File: src/rtl/core/rrpcd_pkg.sv
// Package of the remote pulse code decoder: payload structs, codes, constants.
// Shared by the front, the queues, the back end and the top level. No dependencies.
`default_nettype none

package rrpcd_pkg;

  // Fixed field widths.
  localparam int unsigned CountW  = 24;  // measured width in 16 ns counts
  localparam int unsigned UsW     = 19;  // width in us before range check
  localparam int unsigned CfgW    = 16;  // widest register
  localparam int unsigned RatioW  = 8;
  localparam int unsigned ProdW   = CfgW + RatioW;
  localparam int unsigned CodeW   = 24;
  localparam int unsigned NumW    = 32;
  localparam int unsigned BitsW   = 5;

  // floor(count * 16 / 1000) == ((2 * count) * RecipUs) >> RecipShift, exact for
  // every 24-bit count (the rounding excess of the reciprocal stays below one).
  localparam int unsigned RecipShift = 32;
  localparam logic [25:0] RecipUs    = 26'h20C49BB;

  // Register reset values.
  localparam logic [CfgW-1:0]   MinWidthRst = 16'd150;
  localparam logic [CfgW-1:0]   MaxWidthRst = 16'd4500;
  localparam logic [RatioW-1:0] SyncMinRst  = 8'd25;
  localparam logic [RatioW-1:0] SyncMaxRst  = 8'd40;

  localparam int unsigned FrameBitsDefault = 24;

  // Queue depths.
  localparam int unsigned TokDepth = 2;
  localparam int unsigned ResDepth = 4;

  typedef enum logic [1:0] {
    REG_MIN_WIDTH = 2'd0,
    REG_MAX_WIDTH = 2'd1,
    REG_SYNC_MIN  = 2'd2,
    REG_SYNC_MAX  = 2'd3
  } cfg_reg_e;

  typedef enum logic [1:0] {
    EV_FRAME = 2'd0,
    EV_SYNC  = 2'd1,
    EV_DROP  = 2'd2,
    EV_ERROR = 2'd3
  } event_e;

  typedef enum logic [1:0] {
    OP_RESET = 2'd0,
    OP_HIGH  = 2'd1,
    OP_LOW   = 2'd2
  } op_e;

  typedef struct packed {
    logic              pulse_level;
    logic [CountW-1:0] width_count;
  } item_t;

  typedef struct packed {
    event_e           event_kind;
    logic [CodeW-1:0] frame_code;
    logic [NumW-1:0]  frame_number;
    logic [BitsW-1:0] bits_received;
    logic             last_flag;
  } result_t;

  // Classified pulse handed from the front to the back end.
  typedef struct packed {
    op_e  op;
    logic is_sync;
    logic total_ok;
    logic bit_val;
  } token_t;

  // Results of one token, written to the result queue in the same cycle.
  typedef struct packed {
    logic [1:0] num;
    result_t    first;
    result_t    second;
  } res_wr_t;

endpackage

`default_nettype wire

File: src/rtl/core/rrpcd_front.sv
// Front end: converts pulse widths to us, range-checks and classifies pulses.
// Holds the configuration registers. Depends on rrpcd_pkg.
`default_nettype none

module rrpcd_front (
  input  wire logic                  clk_i,
  input  wire logic                  rst_ni,
  input  wire logic                  push_i,
  output logic                       full_o,
  input  wire rrpcd_pkg::item_t      item_i,
  input  wire logic                  cfg_we_i,
  input  wire logic [1:0]            cfg_idx_i,
  input  wire logic [rrpcd_pkg::CfgW-1:0] cfg_wdata_i,
  output logic                       tok_push_o,
  output rrpcd_pkg::token_t          tok_o,
  input  wire logic                  tok_full_i
);

  localparam int unsigned CfgW   = rrpcd_pkg::CfgW;
  localparam int unsigned RatioW = rrpcd_pkg::RatioW;
  localparam int unsigned ProdW  = rrpcd_pkg::ProdW;
  localparam int unsigned UsW    = rrpcd_pkg::UsW;
  localparam int unsigned MulW   = rrpcd_pkg::CountW + 1 + 26;

  logic [CfgW-1:0]   min_w_q, max_w_q;
  logic [RatioW-1:0] sync_min_q, sync_max_q;

  logic              s1_valid_q, s1_valid_d;
  logic              s1_level_q;
  logic [UsW-1:0]    s1_us_q;
  logic [MulW-1:0]   us_prod;

  logic [CfgW-1:0]   high_q;
  logic [ProdW-1:0]  prod_min, prod_max;

  logic              zero_w, out_range, s1_consume, accept;
  logic [CfgW-1:0]   low_us;
  logic [CfgW:0]     total, low_scaled;

  always_ff @(posedge clk_i or negedge rst_ni) begin
    if (!rst_ni) begin
      min_w_q    <= rrpcd_pkg::MinWidthRst;
      max_w_q    <= rrpcd_pkg::MaxWidthRst;
      sync_min_q <= rrpcd_pkg::SyncMinRst;
      sync_max_q <= rrpcd_pkg::SyncMaxRst;
    end else if (cfg_we_i) begin
      unique case (rrpcd_pkg::cfg_reg_e'(cfg_idx_i))
        rrpcd_pkg::REG_MIN_WIDTH: min_w_q    <= cfg_wdata_i;
        rrpcd_pkg::REG_MAX_WIDTH: max_w_q    <= cfg_wdata_i;
        rrpcd_pkg::REG_SYNC_MIN:  sync_min_q <= cfg_wdata_i[RatioW-1:0];
        rrpcd_pkg::REG_SYNC_MAX:  sync_max_q <= cfg_wdata_i[RatioW-1:0];
        default: ;
      endcase
    end
  end

  // Convert counts to us by reciprocal multiply.
  assign us_prod = MulW'({item_i.width_count, 1'b0}) * MulW'(rrpcd_pkg::RecipUs);

  assign zero_w    = (s1_us_q == '0);
  assign out_range = (s1_us_q < UsW'(min_w_q)) || (s1_us_q > UsW'(max_w_q));
  assign low_us    = s1_us_q[CfgW-1:0];

  assign s1_consume = s1_valid_q && (zero_w || !tok_full_i);
  assign full_o     = s1_valid_q && !s1_consume;
  assign accept     = push_i && !full_o;
  assign s1_valid_d = accept || (s1_valid_q && !s1_consume);

  always_ff @(posedge clk_i or negedge rst_ni) begin
    if (!rst_ni) begin
      s1_valid_q <= 1'b0;
    end else begin
      s1_valid_q <= s1_valid_d;
    end
  end

  always_ff @(posedge clk_i) begin
    if (accept) begin
      s1_level_q <= item_i.pulse_level;
      s1_us_q    <= us_prod[rrpcd_pkg::RecipShift +: UsW];
    end
  end

  // Hold the last in-range high.
  always_ff @(posedge clk_i) begin
    if (tok_push_o && tok_o.op == rrpcd_pkg::OP_HIGH) begin
      high_q <= low_us;
    end
  end

  // Sync window bounds use the ratios in force when the low arrives.
  assign prod_min = ProdW'(sync_min_q) * ProdW'(high_q);
  assign prod_max = ProdW'(sync_max_q) * ProdW'(high_q);

  assign total      = (CfgW+1)'(high_q) + (CfgW+1)'(low_us);
  assign low_scaled = (CfgW+1)'(low_us) + (CfgW+1)'(low_us >> 1);

  always_comb begin
    tok_o.op       = rrpcd_pkg::OP_LOW;
    tok_o.is_sync  = (ProdW'(low_us) >= prod_min) && (ProdW'(low_us) <= prod_max);
    tok_o.total_ok = !((total < (CfgW+1)'(min_w_q)) || (total > (CfgW+1)'(max_w_q)));
    tok_o.bit_val  = ((CfgW+1)'(high_q) >= low_scaled);
    if (out_range) begin
      tok_o.op = rrpcd_pkg::OP_RESET;
    end else if (s1_level_q) begin
      tok_o.op = rrpcd_pkg::OP_HIGH;
    end
  end

  assign tok_push_o = s1_valid_q && !zero_w && !tok_full_i;

endmodule

`default_nettype wire

File: src/rtl/core/rrpcd_tok_fifo.sv
// Short queue of classified pulses between the front and the back end.
// Depends on rrpcd_pkg.
`default_nettype none

module rrpcd_tok_fifo (
  input  wire logic              clk_i,
  input  wire logic              rst_ni,
  input  wire logic              push_i,
  input  wire rrpcd_pkg::token_t data_i,
  output logic                   full_o,
  input  wire logic              pop_i,
  output logic                   valid_o,
  output rrpcd_pkg::token_t      data_o
);

  localparam int unsigned Depth = rrpcd_pkg::TokDepth;
  localparam int unsigned PtrW  = (Depth > 1) ? $clog2(Depth) : 1;
  localparam int unsigned CntW  = $clog2(Depth + 1);

  rrpcd_pkg::token_t mem_q [Depth];
  logic [PtrW-1:0]   wp_q, rp_q;
  logic [CntW-1:0]   cnt_q;

  assign full_o  = (cnt_q == CntW'(Depth));
  assign valid_o = (cnt_q != '0);
  assign data_o  = mem_q[rp_q];

  always_ff @(posedge clk_i or negedge rst_ni) begin
    if (!rst_ni) begin
      wp_q  <= '0;
      rp_q  <= '0;
      cnt_q <= '0;
    end else begin
      if (push_i) begin
        wp_q <= (wp_q == PtrW'(Depth - 1)) ? '0 : PtrW'(wp_q + 1'b1);
      end
      if (pop_i) begin
        rp_q <= (rp_q == PtrW'(Depth - 1)) ? '0 : PtrW'(rp_q + 1'b1);
      end
      cnt_q <= CntW'(cnt_q + CntW'(push_i) - CntW'(pop_i));
    end
  end

  always_ff @(posedge clk_i) begin
    if (push_i) begin
      mem_q[wp_q] <= data_i;
    end
  end

endmodule

`default_nettype wire

File: src/rtl/core/rrpcd_back.sv
// Back end: frame decoding state machine; turns pulse tokens into results.
// Depends on rrpcd_pkg.
`default_nettype none

module rrpcd_back #(
  parameter int unsigned FRAME_BITS = rrpcd_pkg::FrameBitsDefault
) (
  input  wire logic              clk_i,
  input  wire logic              rst_ni,
  input  wire logic              tok_valid_i,
  input  wire rrpcd_pkg::token_t tok_i,
  output logic                   tok_pop_o,
  input  wire logic              res_space_i,
  output rrpcd_pkg::res_wr_t     res_wr_o
);

  localparam int unsigned CntW = $clog2(FRAME_BITS);
  localparam int unsigned NumW = rrpcd_pkg::NumW;

  typedef enum logic [1:0] {
    PH_FIRST  = 2'd0,
    PH_WAIT   = 2'd1,
    PH_DECODE = 2'd2
  } phase_e;

  phase_e                phase_q, phase_d;
  logic                  held_q, held_d;
  logic [FRAME_BITS-1:0] shift_q, shift_d, shift_nx;
  logic [CntW-1:0]       cnt_q, cnt_d;
  logic [NumW-1:0]       frames_q, frames_d;
  rrpcd_pkg::result_t    res_a, res_b, blank;

  assign tok_pop_o = tok_valid_i && res_space_i;
  assign shift_nx  = {shift_q[FRAME_BITS-2:0], tok_i.bit_val};

  always_comb begin
    blank               = '0;
    blank.event_kind    = rrpcd_pkg::EV_FRAME;
    res_a               = blank;
    res_b               = blank;
    res_wr_o            = '0;
    phase_d             = phase_q;
    held_d              = held_q;
    shift_d             = shift_q;
    cnt_d               = cnt_q;
    frames_d            = frames_q;
    if (tok_pop_o) begin
      unique case (tok_i.op)
        rrpcd_pkg::OP_RESET: begin
          phase_d = PH_FIRST;
          held_d  = 1'b0;
          shift_d = '0;
          cnt_d   = '0;
        end
        rrpcd_pkg::OP_HIGH: begin
          held_d = 1'b1;
          if (phase_q == PH_FIRST) begin
            phase_d = PH_WAIT;
          end
        end
        rrpcd_pkg::OP_LOW: begin
          if (phase_q != PH_FIRST && held_q) begin
            held_d = 1'b0;
            if (tok_i.is_sync) begin
              phase_d = PH_DECODE;
              shift_d = '0;
              cnt_d   = '0;
              if (phase_q == PH_DECODE && cnt_q != '0) begin
                // Drop the partial frame, then report the sync.
                res_a.event_kind    = rrpcd_pkg::EV_DROP;
                res_a.bits_received = rrpcd_pkg::BitsW'(cnt_q);
                res_b.event_kind    = rrpcd_pkg::EV_SYNC;
                res_b.last_flag     = 1'b1;
                res_wr_o.num        = 2'd2;
              end else begin
                res_a.event_kind = rrpcd_pkg::EV_SYNC;
                res_a.last_flag  = 1'b1;
                res_wr_o.num     = 2'd1;
              end
            end else if (phase_q == PH_DECODE) begin
              if (!tok_i.total_ok) begin
                res_a.event_kind = rrpcd_pkg::EV_ERROR;
                res_a.last_flag  = 1'b1;
                res_wr_o.num     = 2'd1;
                phase_d          = PH_FIRST;
                shift_d          = '0;
                cnt_d            = '0;
              end else if (cnt_q == CntW'(FRAME_BITS - 1)) begin
                frames_d           = NumW'(frames_q + 1'b1);
                res_a.event_kind   = rrpcd_pkg::EV_FRAME;
                res_a.frame_code   = rrpcd_pkg::CodeW'(shift_nx);
                res_a.frame_number = frames_d;
                res_a.last_flag    = 1'b1;
                res_wr_o.num       = 2'd1;
                phase_d            = PH_FIRST;
                shift_d            = '0;
                cnt_d              = '0;
              end else begin
                shift_d = shift_nx;
                cnt_d   = CntW'(cnt_q + 1'b1);
              end
            end
          end
        end
        default: ;
      endcase
    end
    res_wr_o.first  = res_a;
    res_wr_o.second = res_b;
  end

  always_ff @(posedge clk_i or negedge rst_ni) begin
    if (!rst_ni) begin
      phase_q  <= PH_FIRST;
      held_q   <= 1'b0;
      shift_q  <= '0;
      cnt_q    <= '0;
      frames_q <= '0;
    end else begin
      phase_q  <= phase_d;
      held_q   <= held_d;
      shift_q  <= shift_d;
      cnt_q    <= cnt_d;
      frames_q <= frames_d;
    end
  end

endmodule

`default_nettype wire

File: src/rtl/core/rrpcd_res_fifo.sv
// Result queue: takes up to two results per cycle, hands out one per pop.
// Depends on rrpcd_pkg.
`default_nettype none

module rrpcd_res_fifo (
  input  wire logic               clk_i,
  input  wire logic               rst_ni,
  input  wire rrpcd_pkg::res_wr_t wr_i,
  output logic                    space_o,
  input  wire logic               pop_i,
  output logic                    empty_o,
  output rrpcd_pkg::result_t      data_o
);

  localparam int unsigned Depth = rrpcd_pkg::ResDepth;
  localparam int unsigned PtrW  = $clog2(Depth);
  localparam int unsigned CntW  = $clog2(Depth + 1);

  rrpcd_pkg::result_t mem_q [Depth];
  logic [PtrW-1:0]    wp_q, rp_q;
  logic [CntW-1:0]    cnt_q;
  logic               do_pop;

  // Room for the worst case of two results from one transaction.
  assign space_o = (cnt_q <= CntW'(Depth - 2));
  assign empty_o = (cnt_q == '0);
  assign data_o  = mem_q[rp_q];
  assign do_pop  = pop_i && !empty_o;

  always_ff @(posedge clk_i or negedge rst_ni) begin
    if (!rst_ni) begin
      wp_q  <= '0;
      rp_q  <= '0;
      cnt_q <= '0;
    end else begin
      wp_q  <= PtrW'(wp_q + PtrW'(wr_i.num));
      rp_q  <= PtrW'(rp_q + PtrW'(do_pop));
      cnt_q <= CntW'(cnt_q + CntW'(wr_i.num) - CntW'(do_pop));
    end
  end

  always_ff @(posedge clk_i) begin
    if (wr_i.num != 2'd0) begin
      mem_q[wp_q] <= wr_i.first;
    end
    if (wr_i.num == 2'd2) begin
      mem_q[PtrW'(wp_q + 1'b1)] <= wr_i.second;
    end
  end

endmodule

`default_nettype wire

File: src/rtl/core/rf_remote_pulse_code_decoder.sv
// Top level of the remote pulse code decoder: front, token queue, back end,
// result queue. Depends on rrpcd_pkg and the rrpcd_* modules.
//
// Usage:
//   Input channel: present a measured pulse on item_i and raise push_i; the
//   transaction completes at an edge where push_i is high and full_o is low.
//   Result channel: while empty_o is low the oldest result sits on result_o;
//   pop_i at such an edge takes it. A pulse yields zero, one or two results,
//   the last one marked by last_flag.
//   Configuration: cfg_we_i writes cfg_wdata_i into register cfg_idx_i
//   (0 min width, 1 max width, 2 sync ratio min, 3 sync ratio max) at once;
//   write only while the block is idle.
// Timing: a pulse is converted to microseconds in the input register stage,
//   classified from there into the token queue, and its results land in the
//   result queue when the back end takes its token; either queue can stall
//   these steps. One pulse per cycle is sustained while the result queue has
//   room; the single-step back end and the result pop rate set that figure.
// Reset: registers return to their defaults, the decoder to its first phase,
//   the frame count to zero, and both queues empty.
// Stall: when pop_i stays low the result queue fills, the back end holds,
//   the token queue fills, and full_o rises; nothing is lost.
`default_nettype none

module rf_remote_pulse_code_decoder #(
  parameter int unsigned FRAME_BITS = rrpcd_pkg::FrameBitsDefault
) (
  input  wire logic                       clk_i,
  input  wire logic                       rst_ni,
  input  wire logic                       push_i,
  output logic                            full_o,
  input  wire rrpcd_pkg::item_t           item_i,
  output logic                            empty_o,
  input  wire logic                       pop_i,
  output rrpcd_pkg::result_t              result_o,
  input  wire logic                       cfg_we_i,
  input  wire logic [1:0]                 cfg_idx_i,
  input  wire logic [rrpcd_pkg::CfgW-1:0] cfg_wdata_i
);

  logic               tok_push, tok_full, tok_valid, tok_pop, res_space;
  rrpcd_pkg::token_t  tok_in, tok_out;
  rrpcd_pkg::res_wr_t res_wr;

  // Convert, range-check and classify each pulse.
  rrpcd_front u_front (
    .clk_i       (clk_i),
    .rst_ni      (rst_ni),
    .push_i      (push_i),
    .full_o      (full_o),
    .item_i      (item_i),
    .cfg_we_i    (cfg_we_i),
    .cfg_idx_i   (cfg_idx_i),
    .cfg_wdata_i (cfg_wdata_i),
    .tok_push_o  (tok_push),
    .tok_o       (tok_in),
    .tok_full_i  (tok_full)
  );

  // Decouple classification from decoding so each side stalls on its own.
  rrpcd_tok_fifo u_tok_fifo (
    .clk_i   (clk_i),
    .rst_ni  (rst_ni),
    .push_i  (tok_push),
    .data_i  (tok_in),
    .full_o  (tok_full),
    .pop_i   (tok_pop),
    .valid_o (tok_valid),
    .data_o  (tok_out)
  );

  // Advance the frame state machine one token per cycle while the result queue has room.
  rrpcd_back #(
    .FRAME_BITS (FRAME_BITS)
  ) u_back (
    .clk_i       (clk_i),
    .rst_ni      (rst_ni),
    .tok_valid_i (tok_valid),
    .tok_i       (tok_out),
    .tok_pop_o   (tok_pop),
    .res_space_i (res_space),
    .res_wr_o    (res_wr)
  );

  // Hold results until the receiver pops them.
  rrpcd_res_fifo u_res_fifo (
    .clk_i   (clk_i),
    .rst_ni  (rst_ni),
    .wr_i    (res_wr),
    .space_o (res_space),
    .pop_i   (pop_i),
    .empty_o (empty_o),
    .data_o  (result_o)
  );

endmodule

`default_nettype wire
File: config.mk
export PLATFORM = sky130hd
export DESIGN_NAME = rf_remote_pulse_code_decoder
export DESIGN_NICKNAME = d
export VERILOG_FILES = /design/src/rtl/core/rrpcd_pkg.sv /design/src/rtl/core/rrpcd_front.sv /design/src/rtl/core/rrpcd_tok_fifo.sv /design/src/rtl/core/rrpcd_back.sv /design/src/rtl/core/rrpcd_res_fifo.sv /design/src/rtl/core/rf_remote_pulse_code_decoder.sv
export SDC_FILE = /design/constraint.sdc
export NUM_CORES = 2
export LEC_CHECK = 0
export ABC_CLOCK_PERIOD_IN_PS = 14300
export BUFFER_PORTS_ARGS = -buffer_cell sky130_fd_sc_hd__clkbuf_2
export CORE_MARGIN = 2
export CORE_UTILIZATION = 45
export CTS_BUF_LIST = sky130_fd_sc_hd__clkbuf_8
export DETAILED_ROUTE_END_ITERATION = 8
export PLACE_DENSITY = 0.68
export SYNTH_ARGS = -nofsm -noshare
export SYNTH_HDL_FRONTEND = slang
export SYNTH_SLANG_ARGS = --single-unit
export TNS_END_PERCENT = 30
File: constraint.sdc
create_clock -name clk_i -period 14.3 [get_ports clk_i]
set_input_delay 0 -clock clk_i [delete_from_list [all_inputs] [get_ports clk_i]]
set_output_delay 0 -clock clk_i [all_outputs]
set_load 0.03 [all_outputs]
=== Word-level counts from Yosys, hierarchy flattened ===
Memories as Yosys holds them, arrays and structs flattened.
Index checks and enable logic that the tools add are counted.

* Divide/modulo/power cells: 0
* Shifts and indexed selects: 0
* Reductions and logical operators: 40
* Multiply operators: 3
* Magnitude comparators: 8
* Muxes and demuxes: 65
* Bitwise operators: 1
* Add/subtract/negate cells: 13
* Equal/unequal tests: 14

{| class="wikitable"
|+ Operators with widths
! cell !! number
|-
| $mux 64 || 3
|-
| $mux 56 || 3
|-
| $mux 23 || 5
|-
| $mux 58 || 1
|-
| $mul 24x26->50 const B || 1
|-
| $mul 8x16->24 || 2
|-
| $pmux 23 s2 || 1
|-
| $mux 2 || 21
|-
| $mux 5 || 7
|-
| $add 32x1->32 const B || 1
|-
| $ge 16x24->1 || 1
|-
| $le 16x24->1 || 1
|-
| $mux 1 || 21
|-
| $gt 19x16->1 || 1
|-
| $logic_not 19->1 || 1
|-
| $lt 19x16->1 || 1
|-
| $add 16x15->17 || 1
|-
| $add 16x16->17 || 1
|-
| $ge 16x17->1 || 1
|-
| $gt 17x16->1 || 1
|-
| $lt 17x16->1 || 1
|-
| $eq 2x2->1 const B || 6
|-
| $logic_and 1x1->1 || 11
|-
| $pmux 5 s2 || 1
|-
| 29 further kinds || 50
|}

* Register bits after elaboration: 159
* Input bits: 48
* Latch bits: 0
* Output and inout port bits: 66
* Memory bits (writable): 266
* ROM bits: 0
* Memories: 2

{| class="wikitable"
|+ Memory list
! memory !! depth !! width !! read ports !! clocked after Yosys merged registers in !! wr ports !! RTL line !! RTL
|-
| u_res_fifo.mem_q || 4 || 64 || 1 || 0 || 2 || rrpcd_res_fifo.sv:19 || <nowiki>rrpcd_pkg::result_t mem_q [Depth];</nowiki>
|-
| u_tok_fifo.mem_q || 2 || 5 || 1 || 0 || 1 || rrpcd_tok_fifo.sv:20 || <nowiki>rrpcd_pkg::token_t mem_q [Depth];</nowiki>
|}

=== Logic depth before layout (Yosys ltp) ===
* Depth after elaboration: 11
* Gate-level depth with buffers: 30
* Depth with buffers taken out: 29

=== By module ===
From an unflattened synthesis, not the netlist that was laid out.

* Cell total of the unflattened synthesis: 3,688
* Area, all modules: 42,049.1 um2

{| class="wikitable"
|+ By module, submodules not included
! module !! cells each !! instances !! sequential area each (um2) !! area an instance (um2)
|-
| rrpcd_front || 2,524 || 1 || 2,324.7 || 24,071.8
|-
| rrpcd_res_fifo || 664 || 1 || 7,862.5 || 13,031.2
|-
| rrpcd_back || 469 || 1 || 1,576.5 || 4,360.4
|-
| rrpcd_tok_fifo || 31 || 1 || 400.4 || 585.6
|}

=== Worst setup path after synthesis ===
OpenSTA, ideal clock, no wires.

* Path type: register to register
* From: register u_front.sync_max_q[3]
* To: memory u_tok_fifo.mem_q[0][2] (netlist bit) (data pin)
* Cell stages (with the launch flop): 25
* Path slack: 8.387 ns
* Period minus slack after synthesis: 5.913 ns
* Data arrival time: 5.654 ns
* Data required time: 14.041 ns
* Setup time: 0.259 ns
* Cells stage by stage: dfstp_2 -> clkbuf_1 -> and2_1 -> fa_1 -> inv_1 -> fa_1 -> fa_1 -> fa_1 -> inv_1 -> ha_1 -> a21oi_1 -> nand3_1 -> a221o_1 -> a21oi_1 -> o21ai_0 -> xnor2_1 -> ha_1 -> nand4_1 -> nor3_1 -> o21ai_0 -> o211ai_1 -> o2111ai_1 -> nor4_1 -> a31oi_1 -> and4_1

{| class="wikitable"
|+ RTL lines
! element !! RTL line !! RTL
|-
| start: declaration || rrpcd_front.sv:26 || <nowiki>logic [RatioW-1:0] sync_min_q, sync_max_q;</nowiki>
|-
| start signal: assignment || rrpcd_front.sv:45 || <nowiki>sync_max_q <= rrpcd_pkg::SyncMaxRst;</nowiki>
|-
| start signal: assignment || rrpcd_front.sv:51 || <nowiki>rrpcd_pkg::REG_SYNC_MAX: sync_max_q <= cfg_wdata_i[RatioW-1:0];</nowiki>
|-
| end: declaration || rrpcd_tok_fifo.sv:20 ||
|}

==> flow_metrics.env <==
export IMPL_dp_hpwl_mm=68.2
export IMPL_synth_async_reset_ratio=0.289
export IMPL_hold_viol_final=0
export IMPL_ys_warn_count=0
export IMPL_worstPathRequired_ps=14700
export IMPL_setup_ws_ps=7240
export IMPL_clk_path_buf_depth=3
export IMPL_synth_flop_cell="dfxtp_1"
export IMPL_r2r_end="u_tok_fifo.mem_q[1][2]$_DFFE_PP_"
export IMPL_route_detailed_drc=0
export IMPL_p_int_mw=4.87
export IMPL_worst_path_buf_inv=2
export IMPL_path_clk_slew_ps=60
export IMPL_leakagePower_nw=20.0
export IMPL_p_sw_frac=0.472
export IMPL_layout_nets=4964
export IMPL_wl_per_cell_um=18.2
export IMPL_num_vias=27804
export IMPL_drtIter0Drc=1754
export IMPL_fin_crit_ps=7060
export IMPL_power_frac_comb=0.694
export IMPL_power_share_sequential=0.172
export IMPL_cp_cell_sequence="and2_1 -> fa_1 -> inv_1 -> fa_1 -> fa_1 -> fa_1 -> inv_1 -> ha_1 -> a21oi_1 -> nand3_1 -> a221o_1 -> a21oi_1 -> o21ai_0 -> xnor2_1 -> ha_1 -> nand4_1 -> nor3_1 -> o21ai_0 -> o211ai_1 -> o2111ai_1 -> nor4_1 -> a31oi_1 -> and4_1"
export IMPL_clock_sinks=425
export IMPL_top_level_ports=114
export IMPL_ys_types=80
export IMPL_critPathMaxStageDelay_ps=650
export IMPL_r2r_setup_slack_ps=7240
export IMPL_ant_nets=0
export IMPL_synth_edf_count=54
export IMPL_die_h_um=294
export IMPL_grt_overflow_total=0
export IMPL_clockPowerShare=0.134
export IMPL_floorplan_initialDensity=0.454
export IMPL_post_synth_instance_area_sq_um=37900
export IMPL_path_max_fanout=18
export IMPL_worstMarginPinSlew_ps=1190
export IMPL_wl_mm=94.7
export IMPL_slew_headroom=0.207
export IMPL_die_w_um=294
export IMPL_start_kind="flop"
export IMPL_cp_depth=23
export IMPL_rr_startpoint="u_front.high_q[3]$_DFFE_PP_"
export IMPL_core_sq_um=83600
export IMPL_tns_ps=0
export IMPL_portBuffers=113
export IMPL_cp_slowest_cell="edfxtp_1"
export IMPL_grt_max_degree=93
export IMPL_fin_area_sq_um=41800
export IMPL_p_sw_mw=4.35
export IMPL_fin_worst_skew_ps=51.2
export IMPL_syn_area_per_cell_sq_um=9.66
export IMPL_crit_start="u_front.high_q[3]$_DFFE_PP_"
export IMPL_power_density_nw_per_um2=221
export IMPL_vias_per_cell=5.34
export IMPL_period_share=0.494
export IMPL_antenna_found_initial=4
export IMPL_ir_worst_vdd_mv=0.244
export IMPL_synthesis_instances=3928
export IMPL_gp_congestion=0.931
export IMPL_fin_cells=5207
export IMPL_setup_viol=0
export IMPL_rows=106
export IMPL_path_common_cell="fa_1"
export IMPL_critPathTopFamily="adder cells"
export IMPL_ctsRootBufferMaster="clkbuf_8"
export IMPL_status="complete, no violations"
export IMPL_grt_pass1_wl_mm=155
export IMPL_endpoint_kind="flop"
export IMPL_yosysSeqAreaShare=0.255
export IMPL_crit_type="flop to flop"
export IMPL_dr_pass1_iters=7
export IMPL_place_ws_ps=7270
export IMPL_fmax_ghz=0.142
export IMPL_htreeDepth=3
export IMPL_area_delta_synth_final_pct=10.1
export IMPL_drv_slew=0
export IMPL_placed_cell_area_sq_um=39500
export IMPL_fillers=7707
export IMPL_crit_arrival_ps=7460
export IMPL_synth_fp_nets=4832
export IMPL_die_area_sq_um=86700
export IMPL_clk_latency_ps=700
export IMPL_cp_endpoint="u_tok_fifo.mem_q[1][2]$_DFFE_PP_"
export IMPL_cts_made_buffers=77
export IMPL_worstRegToRegCells=23
export IMPL_rsz0062_at_grt="no"
export IMPL_drive_gt1_frac=0.0989
export IMPL_max_cap_viol_count=0
export IMPL_hold_path_class="input port to flop"
export IMPL_cts_tree="done"
export IMPL_grt_total_usage=0.225
export IMPL_post_cts_resized=0
export IMPL_placed_cells=5002
export IMPL_ys_ff_latch=425
export IMPL_grt_pass1_vias=28849
metrics by stage:
step / hold WS, ps / utilization / power (mW)
2_1_floorplan: -296 / - / 6.43
3_3_place_gp: 108 / 0.472 / 7.83
3_5_place_dp: 109 / 0.472 / 7.96
4_1_cts: 27.0 / 0.500 / 9.27
5_1_grt: 76.9 / 0.500 / 10.3
6_report: 62.6 / 0.500 / 9.22
Yosys cell counts (21+ instances only):
cell / number / area (sq um)
a21o_1: 58 / 435
a21oi_1: 177 / 886
a22o_1: 26 / 228
and2_1: 216 / 1350
and3_1: 22 / 138
clkbuf_1: 103 / 387
dfrtp_1: 109 / 2730
dfxtp_1: 248 / 4960
edfxtp_1: 54 / 1620
fa_1: 364 / 7290
ha_1: 492 / 6160
inv_1: 608 / 2280
mux2_2: 35 / 394
mux4_2: 64 / 1440
nand2_1: 378 / 1420
nand2b_1: 21 / 131
nand3_1: 224 / 1120
nand4_1: 28 / 175
nor2_1: 76 / 285
nor3_1: 21 / 105
o21ai_0: 77 / 385
o21ai_1: 155 / 776
xnor2_1: 81 / 709
xor2_1: 49 / 429
cell families after synthesis:
group / Yosys count / synth area share
AND/OR/NAND/NOR: 1050 / 0.137
adder cells (fa/ha/maj): 856 / 0.354
AO/OA/AOI/OAI: 603 / 0.0955
XOR/XNOR: 130 / 0.0300
buffers and inverters: 757 / 0.0777
multiplexers: 107 / 0.0505
flip-flops: 425 / 0.255
how the worst min path moves through the flow:
stage	endpoint	cells after the start	slack [ps]	startpoint
after floorplan	u_back.cnt_q[0]$_DFFE_PN0P_	0	-300	rst_ni
after global placement	u_back.frames_q[16]$_DFFE_PN0P_	1	110	rst_ni
after detailed placement	u_back.frames_q[16]$_DFFE_PN0P_	1	110	rst_ni
after CTS	u_front.s1_us_q[18]$_DFFE_PP_	4	30	item_i[22]
after global routing	u_front.s1_level_q$_DFFE_PP_	2	80	item_i[24]
final	u_front.s1_us_q[18]$_DFFE_PP_	4	60	item_i[22]
registers in the layout, indices dropped and copies added (netlist names), 5 cells and up:
| register | flops |
|---|---|
| u_front.sync_max_q | 8 |
| u_back.cnt_q | 5 |
| u_front.min_w_q | 16 |
| u_front.s1_us_q | 19 |
| u_front.max_w_q | 16 |
| u_front.high_q | 16 |
| u_back.frames_q | 32 |
| u_res_fifo.mem_q | 256 |
| u_front.sync_min_q | 8 |
| u_back.shift_q | 23 |
| u_tok_fifo.mem_q | 10 |
per-layer routing:
metal / track usage / routed length (um) / vias up
met2: 0.364 / 43400 / 727
li1: - / - / 13331
met3: 0.0419 / 6090 / 149
met5: 0 / 27 / -
met1: 0.307 / 42900 / 13593
met4: 0.0646 / 2250 / 4
power groups by stage:
stage                     Combinational (mW)  Sequential [mW]  Clock [mW]
after CTS                               6.43             1.58        1.26
after floorplan                         4.97             1.46           0
final                                   6.40             1.59        1.23
after global routing                    7.42             1.61        1.32
after global placement                  6.23             1.60           0
after detailed placement                6.36             1.61           0
area by class of cell:
class / instances / area (sq um) / area share
sequential: 425 / 9690 / 0.232
clock inverter: 50 / 387 / 0.00926
inverter: 609 / 2290 / 0.0547
clock buffer: 94 / 1290 / 0.0310
tap: 1080 / 1350 / 0.0323
multi-input combinational: 2746 / 25400 / 0.607
antenna: 2 / 5.00 / 0.000120
timing repair buffer: 201 / 1400 / 0.0335
worst reg2reg max path, stage by stage, from the launching register on:
cell and delay (ps):
edfxtp_1 650, and2_1 290, fa_1 530, inv_1 50, fa_1 490, fa_1 550
fa_1 550, inv_1 40, ha_1 360, a21oi_1 150, nand3_1 150, a221o_1 350
a21oi_1 220, o21ai_0 150, xnor2_1 160, ha_1 300, nand4_1 110, nor3_1 260
o21ai_0 130, o211ai_1 110, o2111ai_1 130, nor4_1 610, a31oi_1 200, and4_1 260
cell usage in the layout, fill, tap and decap left out, drive strengths merged, types with 7 or more instances in the layout:
master,netlist,final
nor2,76,76
xor2,49,49
mux4,64,64
or2,10,10
dfxtp,248,248
o21bai,13,13
mux2,35,35
nand4,29,29
o211ai,7,7
ha,492,492
and3,22,22
a211oi,18,18
inv,609,646
a21oi,178,178
a21o,59,59
fa,364,364
nand2b,21,21
a22o,26,26
dfstp,14,14
clkinv,0,9
nor3,24,24
dfrtp,109,109
or3,8,8
o21ai,233,233
xnor2,81,81
dlygate4sd3,0,58
nand3,224,224
nor2b,18,18
mux2i,8,8
clkbuf,103,206
o21a,13,13
and2,217,217
a31oi,9,9
nand2,378,378
edfxtp,54,54
buf,45,31
repair_timing:
| item | CTS | global route |
|---|---|---|
| hold buffers | 59 | 0 |
| endpoints found under the hold margin | 126 | 0 |
| buffers inserted | 0 | 0 |
No activity file was read; power rests on OpenSTA's default activity.
